**config.mk**
```make
export PLATFORM = sky130hd
export DESIGN_NAME = record_value_conditioner_checker_top
export DESIGN_NICKNAME = d
export VERILOG_FILES = /design/src/hdl/rvc_pkg.sv /design/src/hdl/rvc_datapath.sv /design/src/hdl/rvc_ctrl.sv /design/src/hdl/record_value_conditioner_checker_top.sv
export SDC_FILE = /design/constraint.sdc
export NUM_CORES = 2
export LEC_CHECK = 0
export BUFFER_PORTS_ARGS = -buffer_cell sky130_fd_sc_hd__buf_2
export CAP_MARGIN = 20
export CORE_MARGIN = 8
export CORE_UTILIZATION = 32
export CTS_BUF_LIST = sky130_fd_sc_hd__clkbuf_8
export CTS_CLUSTER_SIZE = 10
export DETAILED_ROUTE_END_ITERATION = 10
export GPL_TIMING_DRIVEN = 0
export HOLD_SLACK_MARGIN = 0.02
export PLACE_DENSITY = 0.54
export SYNTH_ARGS = -nofsm -noshare
export SYNTH_HDL_FRONTEND = slang
export SYNTH_SLANG_ARGS = --single-unit
```
**constraint.sdc**
```tcl
create_clock -name clk -period 10.6 [get_ports clk]
set_input_delay 0 -clock clk [delete_from_list [all_inputs] [get_ports clk]]
set_output_delay 0 -clock clk [all_outputs]
set_load 0.03 [all_outputs]
```
**src/hdl/rvc_pkg.sv**
```systemverilog
// ----------------------------------------------------------------------------
// rvc_pkg
// Shared widths, register indexes and controller/datapath command and status types.
// ----------------------------------------------------------------------------
package rvc_pkg;

  localparam int SampleW  = 32;
  localparam int CountW   = 21;
  localparam int SumW     = 52;
  localparam int MeanW    = 31;
  localparam int FlagW    = 4;
  localparam int ModeW    = 5;
  localparam int CfgIdxW  = 3;
  localparam int MaxRecordLenDefault = 1048576;

  localparam logic [CfgIdxW-1:0] RegMode      = 3'd0;
  localparam logic [CfgIdxW-1:0] RegOldMiss   = 3'd1;
  localparam logic [CfgIdxW-1:0] RegNewMiss   = 3'd2;
  localparam logic [CfgIdxW-1:0] RegScale     = 3'd3;
  localparam logic [CfgIdxW-1:0] RegValidMin  = 3'd4;
  localparam logic [CfgIdxW-1:0] RegValidMax  = 3'd5;
  localparam logic [CfgIdxW-1:0] RegMinMean   = 3'd6;
  localparam logic [CfgIdxW-1:0] RegMaxMean   = 3'd7;

  localparam logic KindSample  = 1'b0;
  localparam logic KindSummary = 1'b1;

  // Controller to datapath.
  typedef struct packed {
    logic load;       // capture input item
    logic scale;      // register scaled product
    logic accum;      // update accumulators
    logic div_start;  // load divider
    logic div_step;   // one quotient bit
    logic finish;     // form mean and flags, clear accumulators
    logic clear;      // clear accumulators without summary
  } rvc_cmd_t;

  // Datapath to controller.
  typedef struct packed {
    logic is_end;
    logic any_check;
    logic div_done;
  } rvc_status_t;

endpackage

```
**src/hdl/rvc_datapath.sv**
```systemverilog
// ----------------------------------------------------------------------------
// rvc_datapath
// Sample conditioning, accumulation and a radix-2 mean divider.
// ----------------------------------------------------------------------------
module rvc_datapath
  import rvc_pkg::*;
#(
  parameter int MAX_RECORD_LEN = MaxRecordLenDefault
) (
  input  logic                      clk,
  input  logic                      rst,
  input  rvc_cmd_t                  cmd,
  output rvc_status_t               status,
  input  logic                      cfg_en,
  input  logic [CfgIdxW-1:0]        cfg_idx,
  input  logic [SampleW-1:0]        cfg_data,
  input  logic signed [SampleW-1:0] sample_in,
  input  logic                      record_end,
  input  logic                      record_has_missing,
  output logic signed [SampleW-1:0] cond_sample,
  output logic [CountW-1:0]         below_cnt,
  output logic [CountW-1:0]         above_cnt,
  output logic [CountW-1:0]         valid_cnt,
  output logic [MeanW-1:0]          mean_val,
  output logic [FlagW-1:0]          flags_val
);

  localparam logic [CountW:0] CapWide = (MAX_RECORD_LEN < (2**CountW - 1)) ?
      (CountW+1)'(MAX_RECORD_LEN) : (CountW+1)'(2**CountW - 1);
  localparam logic [CountW-1:0] CountCap = CapWide[CountW-1:0];
  localparam int DivW = SumW;
  localparam int StepW = $clog2(DivW + 1);
  // Saturation bounds of the running sum, one bit wider than the sum.
  localparam logic signed [SumW:0] SumHi = {2'b00, {(SumW-1){1'b1}}};
  localparam logic signed [SumW:0] SumLo = {2'b11, {(SumW-1){1'b0}}};
  localparam logic [DivW-1:0] MeanMax = {{(DivW-MeanW){1'b0}}, {MeanW{1'b1}}};

  logic [ModeW-1:0]          mode;
  logic signed [SampleW-1:0] old_miss, new_miss, scale_f, vmin, vmax;
  logic [MeanW-1:0]          min_lim, max_lim;

  always_ff @(posedge clk) begin
    if (rst) begin
      mode     <= '0;
      old_miss <= '0;
      new_miss <= '0;
      scale_f  <= 32'sd16777216;
      vmin     <= '0;
      vmax     <= '0;
      min_lim  <= '0;
      max_lim  <= '0;
    end else if (cfg_en) begin
      unique case (cfg_idx)
        RegMode:     mode     <= cfg_data[ModeW-1:0];
        RegOldMiss:  old_miss <= cfg_data;
        RegNewMiss:  new_miss <= cfg_data;
        RegScale:    scale_f  <= cfg_data;
        RegValidMin: vmin     <= cfg_data;
        RegValidMax: vmax     <= cfg_data;
        RegMinMean:  min_lim  <= cfg_data[MeanW-1:0];
        RegMaxMean:  max_lim  <= cfg_data[MeanW-1:0];
        default: ;
      endcase
    end
  end

  // Stage 1: replacement and multiply.
  logic signed [SampleW-1:0] s_rep;
  logic signed [SampleW-1:0] s1;
  logic                      do_scale, is_end;
  logic signed [63:0]        prod;

  always_comb begin
    s_rep = sample_in;
    if (mode[0] && record_has_missing && (sample_in == old_miss)) s_rep = new_miss;
  end

  always_ff @(posedge clk) begin
    if (cmd.load) begin
      s1       <= s_rep;
      do_scale <= mode[1] && (s_rep != new_miss);
      is_end   <= record_end;
      prod     <= 64'(s_rep) * 64'(scale_f);
    end
  end

  // Stage 2: round, saturate.
  logic signed [63:0] rnd;
  logic signed [39:0] rsh;
  logic signed [SampleW-1:0] s_scaled;
  always_comb begin
    rnd = prod + 64'sd8388608;
    rsh = rnd[63:24];
    if (rsh > 40'sd2147483647) s_scaled = 32'sh7FFFFFFF;
    else if (rsh < -40'sd2147483648) s_scaled = 32'sh80000000;
    else s_scaled = rsh[31:0];
  end

  always_ff @(posedge clk) begin
    if (cmd.scale) cond_sample <= do_scale ? s_scaled : s1;
  end

  // Accumulators.
  logic signed [SumW-1:0] sum;
  logic signed [SumW:0]   sum_t;
  logic [CountW-1:0]      pcnt, lcnt, hcnt;
  logic                   present;
  assign sum_t   = (SumW+1)'(sum) + (SumW+1)'(cond_sample);
  assign present = cond_sample != new_miss;

  function automatic logic [CountW-1:0] inc(input logic [CountW-1:0] c);
    return (c < CountCap) ? c + 1'b1 : c;
  endfunction

  // Divider: |sum| / pcnt, restoring, one bit per step.
  logic [DivW-1:0]    quo;
  logic [CountW:0]    rem;
  logic [CountW-1:0]  dvs;
  logic [StepW-1:0]   steps;
  logic [CountW:0]    rem_sh, rem_sub;
  assign rem_sh  = {rem[CountW-1:0], quo[DivW-1]};
  assign rem_sub = rem_sh - {1'b0, dvs};

  always_ff @(posedge clk) begin
    if (rst) begin
      sum <= '0; pcnt <= '0; lcnt <= '0; hcnt <= '0;
    end else if (cmd.accum && present) begin
      if (sum_t > SumHi) sum <= {1'b0, {(SumW-1){1'b1}}};
      else if (sum_t < SumLo) sum <= {1'b1, {(SumW-1){1'b0}}};
      else sum <= sum_t[SumW-1:0];
      pcnt <= inc(pcnt);
      if (cond_sample < vmin) lcnt <= inc(lcnt);
      if (cond_sample > vmax) hcnt <= inc(hcnt);
    end else if (cmd.finish || cmd.clear) begin
      sum <= '0; pcnt <= '0; lcnt <= '0; hcnt <= '0;
    end
  end

  always_ff @(posedge clk) begin
    if (rst) begin
      steps <= '0;
    end else if (cmd.div_start) begin
      quo   <= sum[SumW-1] ? DivW'(-sum) : DivW'(sum);
      rem   <= '0;
      dvs   <= pcnt;
      steps <= StepW'(DivW);
    end else if (cmd.div_step && steps != '0) begin
      if (!rem_sub[CountW]) begin
        rem <= rem_sub;
        quo <= {quo[DivW-2:0], 1'b1};
      end else begin
        rem <= rem_sh;
        quo <= {quo[DivW-2:0], 1'b0};
      end
      steps <= steps - 1'b1;
    end
  end

  // Summary formation.
  logic [MeanW-1:0] mean_sat;
  logic [35:0]      mean10, max10;
  always_comb begin
    if (dvs == '0) mean_sat = '0;
    else if (quo > MeanMax) mean_sat = '1;
    else mean_sat = quo[MeanW-1:0];
    mean10 = 36'(mean_sat) * 36'd10;
    max10  = 36'(max_lim) * 36'd10;
  end

  always_ff @(posedge clk) begin
    if (cmd.finish) begin
      below_cnt <= lcnt;
      above_cnt <= hcnt;
      valid_cnt <= pcnt;
      mean_val  <= mean_sat;
      flags_val[0] <= mode[3] && (mean10 < 36'(min_lim));
      flags_val[1] <= mode[3] && (mean_sat < min_lim);
      flags_val[2] <= mode[4] && (36'(mean_sat) > max10);
      flags_val[3] <= mode[4] && (mean_sat > max_lim);
    end
  end

  assign status.is_end    = is_end;
  assign status.any_check = mode[4:2] != '0;
  assign status.div_done  = steps == '0;

endmodule

```
**src/hdl/rvc_ctrl.sv**
```systemverilog
// ----------------------------------------------------------------------------
// rvc_ctrl
// Sequencer for one item: multiply, scale, emit sample and, at a checked record end, divide and emit summary.
// ----------------------------------------------------------------------------
module rvc_ctrl
  import rvc_pkg::*;
(
  input  logic        clk,
  input  logic        rst,
  input  logic        in_valid,
  output logic        in_stall,
  output logic        out_valid,
  input  logic        out_stall,
  output logic        out_kind,
  output logic        out_last,
  output rvc_cmd_t    cmd,
  input  rvc_status_t status
);

  typedef enum logic [2:0] {
    Idle, Mult, Scale, EmitSample, DivLoad, DivRun, Finish, EmitSummary
  } state_t;

  state_t state;
  logic   accept;
  assign in_stall = state != Idle;
  assign accept   = in_valid && !in_stall;

  always_comb begin
    cmd = '0;
    cmd.load      = accept;
    cmd.scale     = state == Mult;
    cmd.accum     = state == Scale;
    cmd.clear     = state == EmitSample && !out_stall && status.is_end &&
                    !status.any_check;
    cmd.div_start = state == DivLoad;
    cmd.div_step  = state == DivRun;
    cmd.finish    = state == Finish;
  end

  always_ff @(posedge clk) begin
    if (rst) begin
      state     <= Idle;
      out_valid <= 1'b0;
      out_kind  <= KindSample;
      out_last  <= 1'b0;
    end else begin
      unique case (state)
        Idle:  if (accept) state <= Mult;
        Mult:  state <= Scale;
        Scale: begin
          state     <= EmitSample;
          out_valid <= 1'b1;
          out_kind  <= KindSample;
          out_last  <= !(status.is_end && status.any_check);
        end
        EmitSample: if (!out_stall) begin
          out_valid <= 1'b0;
          state <= (status.is_end && status.any_check) ? DivLoad : Idle;
        end
        DivLoad: state <= DivRun;
        DivRun:  if (status.div_done) state <= Finish;
        Finish: begin
          state     <= EmitSummary;
          out_valid <= 1'b1;
          out_kind  <= KindSummary;
          out_last  <= 1'b1;
        end
        EmitSummary: if (!out_stall) begin
          out_valid <= 1'b0;
          state     <= Idle;
        end
        default: state <= Idle;
      endcase
    end
  end

endmodule

```
**src/hdl/record_value_conditioner_checker_top.sv**
```systemverilog
// ----------------------------------------------------------------------------
// record_value_conditioner_checker_top
// Conditions Q16.16 record samples and checks each record's mean.
// ----------------------------------------------------------------------------
// Each accepted sample is optionally replaced (old missing code to new code)
// and scaled by a Q8.24 factor with round-to-nearest and saturation, then
// returned as a sample item. Non-missing samples are summed and counted. On
// the last sample of a record, when any check is enabled, a summary item
// follows with the counts, the absolute mean and the mean flags. A sample's
// result is offered after the registered multiply and the rounding stage;
// the block takes one item at a time, so a new item is taken only once the
// previous result has been delivered. A record end with checks enabled
// adds a divider load, the bit-serial divider steps that form the mean one
// quotient bit per cycle, forming the summary and offering it.
module record_value_conditioner_checker_top
  import rvc_pkg::*;
#(
  parameter int MAX_RECORD_LEN = MaxRecordLenDefault
) (
  input  logic                      clk,
  input  logic                      rst,
  input  logic                      cfg_write,
  input  logic [CfgIdxW-1:0]        cfg_index,
  input  logic [SampleW-1:0]        cfg_data,
  input  logic                      in_valid,
  output logic                      in_stall,
  input  logic signed [SampleW-1:0] sample_in,
  input  logic                      record_end,
  input  logic                      record_has_missing,
  output logic                      out_valid,
  input  logic                      out_stall,
  output logic                      item_kind,
  output logic signed [SampleW-1:0] sample_out,
  output logic                      run_last,
  output logic [CountW-1:0]         below_count,
  output logic [CountW-1:0]         above_count,
  output logic [CountW-1:0]         valid_count,
  output logic [MeanW-1:0]          mean_abs,
  output logic [FlagW-1:0]          mean_flags
);

  rvc_cmd_t    cmd;
  rvc_status_t status;
  logic signed [SampleW-1:0] cond;
  logic [CountW-1:0] bc, ac, vc;
  logic [MeanW-1:0]  mv;
  logic [FlagW-1:0]  fv;

  rvc_ctrl u_ctrl (
    .clk, .rst, .in_valid, .in_stall, .out_valid, .out_stall,
    .out_kind(item_kind), .out_last(run_last), .cmd, .status
  );

  rvc_datapath #(.MAX_RECORD_LEN(MAX_RECORD_LEN)) u_dp (
    .clk, .rst, .cmd, .status,
    .cfg_en(cfg_write), .cfg_idx(cfg_index), .cfg_data,
    .sample_in, .record_end, .record_has_missing,
    .cond_sample(cond), .below_cnt(bc), .above_cnt(ac), .valid_cnt(vc),
    .mean_val(mv), .flags_val(fv)
  );

  // Sample items carry only the sample; summaries carry only the statistics.
  logic summ;
  assign summ        = item_kind == KindSummary;
  assign sample_out  = summ ? '0 : cond;
  assign below_count = summ ? bc : '0;
  assign above_count = summ ? ac : '0;
  assign valid_count = summ ? vc : '0;
  assign mean_abs    = summ ? mv : '0;
  assign mean_flags  = summ ? fv : '0;

  // A summary is always the last result of its item.
  a_summary_last: assert property (@(posedge clk) disable iff (rst)
    out_valid && summ |-> run_last) else $error("summary without last");

  // No new item is taken while a result is pending.
  a_no_overlap: assert property (@(posedge clk) disable iff (rst)
    out_valid |-> in_stall) else $error("input taken during output");

  // A delivered non-last sample item is not directly followed by another sample item.
  a_summary_follows: assert property (@(posedge clk) disable iff (rst)
    out_valid && !out_stall && !summ && !run_last |=> !(out_valid && !summ))
    else $error("sample after non-last sample");

endmodule
```
# Word-level counts from Yosys, hierarchy flattened

Cells that the tools add are included.
W data, S select, Z words.

Add/subtract/negate cells: 8
Multipliers: 3
Div/mod/pow operators: 0
Magnitude comparators: 14
Equality and inequality tests: 27
Shift operators: 0
Mux-type cells: 43
Bitwise operators: 1
Reductions and logical operators: 48

Operators by type and width:

| cell                     | count |
|---|---|
| $mux W52                 | 7 |
| $mux W21                 | 14 |
| $mux W32                 | 5 |
| $mux W31                 | 3 |
| $mul A31 B3 Y34 const B  | 2 |
| $add A64 B25 Y64 const B | 1 |
| $mul A32 B32 Y64         | 1 |
| $ne A32 B32 Y1           | 2 |
| $add A21 B1 Y21 const B  | 3 |
| $lt A21 B21 Y1 const B   | 3 |
| $add A52 B32 Y53         | 1 |
| $gt A53 B52 Y1 const B   | 1 |
| $lt A53 B52 Y1 const B   | 1 |
| $gt A52 B31 Y1 const B   | 1 |
| $neg A52 Y52             | 1 |
| $gt A40 B32 Y1 const B   | 1 |
| $lt A40 B32 Y1 const B   | 1 |
| $gt A31 B35 Y1           | 1 |
| $lt A35 B31 Y1           | 1 |
| $eq A32 B32 Y1           | 1 |
| $gt A32 B32 Y1           | 1 |
| $lt A32 B32 Y1           | 1 |
| $gt A31 B31 Y1           | 1 |
| $lt A31 B31 Y1           | 1 |
| other kinds (27)         | 89 |

Bits in registers: 676
Latch bits: 0
RAM bits: 0
ROM bits: 0
Input port bits: 74
Output and inout port bits: 134
Word-level logic and storage cells: 175
Memories: 0

# Longest topological paths before layout

Depth in word-level cells: 7
Gate-level depth with buffers: 38
Gate-level depth less buffers: 36

# Hierarchy

From an unflattened synthesis, not the netlist that was laid out.

Cell total of the unflattened synthesis: 8,208
Area total of the unflattened synthesis: 75,419.8 µm²

Modules (own cells, without submodules):

| module                               | times used | cells each | area an instance (µm²) | sequential area each (µm²) |
|---|---|---|---|---|
| rvc_datapath                         | 1          | 8,014      | 74,102.3               | 15,945.3 |
| record_value_conditioner_checker_top | 1          | 144        | 882.1                  | 0.0 |
| rvc_ctrl                             | 1          | 50         | 435.4                  | 120.1 |

# Worst setup path before layout

Ideal clock, no wire load.

Path type: register to register
Start point: reg u_dp.old_miss[28]
End point: reg u_dp.prod[55] (data pin)
Setup time: 261 ps
Data arrival time: 9,533 ps
Data required time: 10,339 ps
Slack: 806 ps
Stages on the path, launching flop included: 34
Buffers on the path: 2
Clock period less this slack: 9,794 ps
Cell sequence: dfxtp_1 xor2_1 nor4_1 nand3_1 nor3_1 clkbuf_1 mux2_2 clkbuf_1 and2_1 fa_1 inv_1 fa_1 inv_1 fa_1 fa_1 fa_1 fa_1 fa_1 inv_1 fa_1 inv_1 ha_1 and3_1 a221o_1 a21oi_1 nand2b_1 a21oi_1 a211oi_1 a21oi_1 o2111a_1 o21ai_0 a21oi_1 or2_2 o311a_1

Longest elaborated chain between the ends: 4

Ends and longest elaborated chain:

| element                  | line               | text |
|---|---|---|
| start: declaration       | rvc_datapath.sv:39 | `logic signed [SampleW-1:0] old_miss, new_miss, scale_f, vmin, vmax;` |
| start signal: assignment | rvc_datapath.sv:55 | `RegOldMiss: old_miss <= cfg_data;` |
| $eq A32 B32 Y1           | rvc_datapath.sv:75 | `if (mode[0] && record_has_missing && (sample_in == old_miss)) s_rep = new_miss;` |
| $logic_and A1 B1 Y1      | rvc_datapath.sv:75 |  |
| $mux W32                 | rvc_datapath.sv:75 |  |
| $mul A32 B32 Y64         | rvc_datapath.sv:83 | `prod <= 64'(s_rep) * 64'(scale_f);` |
| end signal: assignment   | rvc_datapath.sv:83 |  |
| end: declaration         | rvc_datapath.sv:71 | `logic signed [63:0] prod;` |

No other way between the ends.
A chain may end at the register's enable or synchronous reset.

# Worst setup path after layout

Start point: reg u_dp.old_miss[30]
End point: reg u_dp.prod[50] (data pin)

The elaborated chain is that of the path after synthesis.

==> flow_metrics.py <==
metrics = {
    "status": {
        "outcome": "complete, no violations",
    },
    "logic_synthesis": {
        "number_of_enable_flip_flop_cells_after_synthesis": 299,
        "yosysUniqueCellTypes": 81,
        "ys_dominant_reg_cell": "sky130_fd_sc_hd__dfxtp_1",
        "synthesis_stage_register_bit_count": 653,
        "avgSynthCellArea_sq_um": 9.10,
        "ys.warnings.count": 0,
        "syn-cell-area_sq_um": 75100,
        "mappedNetlistNets": 9972,
        "yosysSeqAreaShare_pct": 21.4,
        "synth-async-reset-ratio_pct": 0,
        "syn_inst": 8248,
    },
    "clocking": {
        "cts_made_buffers": 106,
        "htree_levels": 3,
        "cts.clk_slew.worst_paths_ns": 0.06,
        "tritoncts": "yes",
        "clk_root_buffer_cell": "sky130_fd_sc_hd__clkbuf_8",
        "cts_sinks": 653,
        "clock_tree.buffer_depth": 3,
        "clock_latency_on_the_worst_skew_pair_ns": 0.83,
    },
    "finish": {
        "layout-drive-gt1-share_pct": 7.34,
        "flow.area_growth_from_synthesis_pct": 12.7,
        "layout.cells.most_common": "sky130_fd_sc_hd__inv_1",
        "footprint_of_the_multi_input_gates_sq_um": 53000,
        "area.sequential_sq_um": 16100,
        "fillCellCount": 24200,
        "final_cell_mix": "sky130_fd_sc_hd__inv_1, sky130_fd_sc_hd__nand2_1, sky130_fd_sc_hd__fa_1, sky130_fd_sc_hd__and2_1, sky130_fd_sc_hd__ha_1",
        "final_nets": 10400,
    },
    "floorplan": {
        "core.rowCount": 178,
        "fp.dieW_um": 500,
        "start_util_pct": 32.0,
        "floorplan.io_pins": 208,
        "floorplan.core_area_sq_um": 234000,
        "design.die.area_sq_um": 250000,
        "fp.dieH_um": 500,
    },
    "placement": {
        "rd_place_congestion": 0.967,
        "dp_hpwl_um": 230000,
        "place.port_buffers": 200,
    },
    "setup_path": {
        "timing_worst_setup_path_type": "flip-flop to flip-flop",
        "critPathLaunchType": "flip-flop",
        "timing.critical_path.slowest_stage_cell": "sky130_fd_sc_hd__fa_1",
        "rr_startpoint": "u_dp.old_miss[30]$_SDFFE_PP0P_",
        "cp_data_required_time_ns": 11.15,
        "cpMostUsedCell": "sky130_fd_sc_hd__fa_1",
        "critPathCaptureType": "flip-flop",
        "crit_fanout": 10,
        "max_stage_delay_ns": 0.61,
        "arrival_ns": 10.96,
        "crit_path_start": "u_dp.old_miss[30]$_SDFFE_PP0P_",
    },
    "route": {
        "count_of_routing_violations_after_the_opening_detailed_route_iteration": 5217,
        "detail_route.wirelength_um": 283000,
        "route.vias.total": 60200,
        "antenna_violating_nets_post_route": 0,
        "drc": 0,
        "drt-vias-per-instance": 5.04,
        "detailed_routing_iteration_count_for_the_pre_antenna_repair_pass": 6,
        "detail_route.wl_per_cell_um": 23.7,
    },
    "pwr": {
        "combinationalPowerShare_pct": 47.4,
        "net_switching_power_figure_uw": 5010,
        "internal-power_uw": 6210,
        "p_leak_uw": 0.0385,
        "power-per-cell-area_nw_per_um2": 133,
        "irDropWorstVdd_mv": 0.120,
        "swShare_pct": 44.6,
        "design_power_total_uw": 11200,
        "power_frac_seq_pct": 31.8,
        "clock_power_share_pct": 20.8,
    },
    "sta": {
        "hold_viol": 0,
        "setup_repair_after_global_routing_missed_its_margin": "true",
        "finalHoldWorstSlack_ns": 0.111,
        "report.final.setup_viol": 0,
        "crit_path_time_final_ns": 10.41,
        "worst_slew_pin_slew_ns": 1.16,
        "final_min_period_over_clock_period_pct": 98.2,
        "timing.slew.headroom_pct": 22.9,
        "timing.fmax_ghz": 0.0961,
        "finalClockSkew_ns": 0.0703,
        "drv_slew": 0,
    },
    "global_route": {
        "gr-usage-all-layers_pct": 22.3,
        "grt_antenna_before_repair": 41,
        "grt_pass1_wl_um": 414000,
        "grt_pass1_vias": 61700,
        "grt_start_max_net_pins": 62,
        "grt_remaining_overflow": 0,
    },
    "min_path": {
        "hold_path.class": "input pin to flip-flop",
        "worst_hold_startpoint": "sample_in[23]",
    },
    "job": {
        "cap_violations": 0,
    },
}
## worst max-delay path, delay by kind of cell, from the launching register on
kind	cells	cell delay (ns)
muxes	1	0.37
adders and majority gates	9	4.62
AOI/OAI and AO/OA	5	1.06
and+or+nand+nor	9	1.87
buffers and inverters	10	1.30
xor gates and xnor gates	2	0.61
DFF	1	0.33
## cells by family after synthesis
kind of cell | after synthesis | synth area share [%]
buffers and inverters | 1726 | 8.65
AND/OR/NAND/NOR | 2648 | 17.0
AO/OA/AOI/OAI | 1120 | 9.16
flip-flops | 653 | 21.4
XOR/XNOR | 384 | 4.48
adder cells (fa/ha/maj) | 1652 | 38.4
multiplexers | 65 | 0.920
## registers in the layout (all words and copies together), names as in the netlist, 31 cells and up
name / count
u_dp.quo: 52
u_dp.s1: 32
u_dp.mean_val: 31
u_dp.vmax: 32
u_dp.new_miss: 32
u_dp.scale_f: 32
u_dp.vmin: 32
u_dp.prod: 41
u_dp.min_lim: 31
u_dp.sum: 52
u_dp.max_lim: 31
u_dp.cond_sample: 32
u_dp.old_miss: 32
## cell usage after synthesis (all sizes together) (30+ instances only)
cell type	number	area [sq um]
nand3	72	360
xnor2	159	1390
nor4	38	253
o21ai	230	1150
ha	565	7070
nor3	59	295
nand2b	51	319
fa	1085	21700
mux2i	33	330
xor2	225	1970
a21oi	453	2270
and3	34	213
clkbuf	365	1380
nor2	304	1150
o21a	85	638
dfxtp	354	7090
nand4	98	613
nand2	1195	4490
mux2	32	360
edfxtp	299	8980
a21o	125	938
and2	629	3940
o22a	30	263
inv	1352	5070
nor2b	78	488
## cell type report
class	count	share of cell area (%)
well taps	3150	4.66
flip-flops and latches	653	19.0
multi-input cells	5869	62.6
repair buffers	321	2.76
clock buffers	114	1.85
inverters	1353	6.01
plain buffers	371	2.26
diodes	26	0.0769
clock inverters	82	0.770
## timing repair
action,4_1_cts,5_1_grt
hold buffers,53,3
setup buffers,14,24
hold endpoints to repair,320,3
setup endpoints to repair,41,23
resized for setup,221,141
pin swaps,12,29
## stage by stage
step           setup TNS (ns)  cells  instance area, sq um  utilization, %  worst slack (ns)
2_1_floorplan               0   8248                 75100               -             0.806
3_3_place_gp           -79.52  11600                 80000            34.2             -2.80
3_5_place_dp           -71.70  11600                 80500            34.4             -2.74
5_1_grt                -0.121  11900                 84600            36.1           -0.0559
4_1_cts                     0  11900                 84000            35.9           0.00546
6_report                    0  11900                 84600            36.1             0.193
## routing by layer
metal  vias to the layer above  wire [um]  GRT usage [%]
li1                      27100          -              -
met1                     30000     112000           27.8
met2                      2466     132000           36.8
met3                       601      22600           4.47
met4                         2      16700           10.8
met5                         -         13              0
## final timing paths
kind	to	slack, ns	cells past startpoint
setup / recovery	u_dp.prod[50]$_DFFE_PP_	0.19	36
hold reg to reg	u_dp.vmax[7]$_SDFFE_PP0P_	0.46	2
setup reg to reg	u_dp.prod[50]$_DFFE_PP_	0.19	36
hold / removal	u_dp.s1[23]$_DFFE_PP_	0.11	3
## power groups by stage
| stage | Sequential (uW) | Combinational, uW | Clock [uW] |
|---|---|---|---|
| final | 3570 | 5320 | 2330 |
| after global routing | 3580 | 5890 | 2490 |
| after CTS | 3570 | 5210 | 2390 |
| after detailed placement | 3620 | 5100 | 0 |
| after global placement | 3640 | 4990 | 0 |
| after floorplan | 3270 | 3550 | 0 |
No activity file was read; power rests on OpenSTA's default activity.
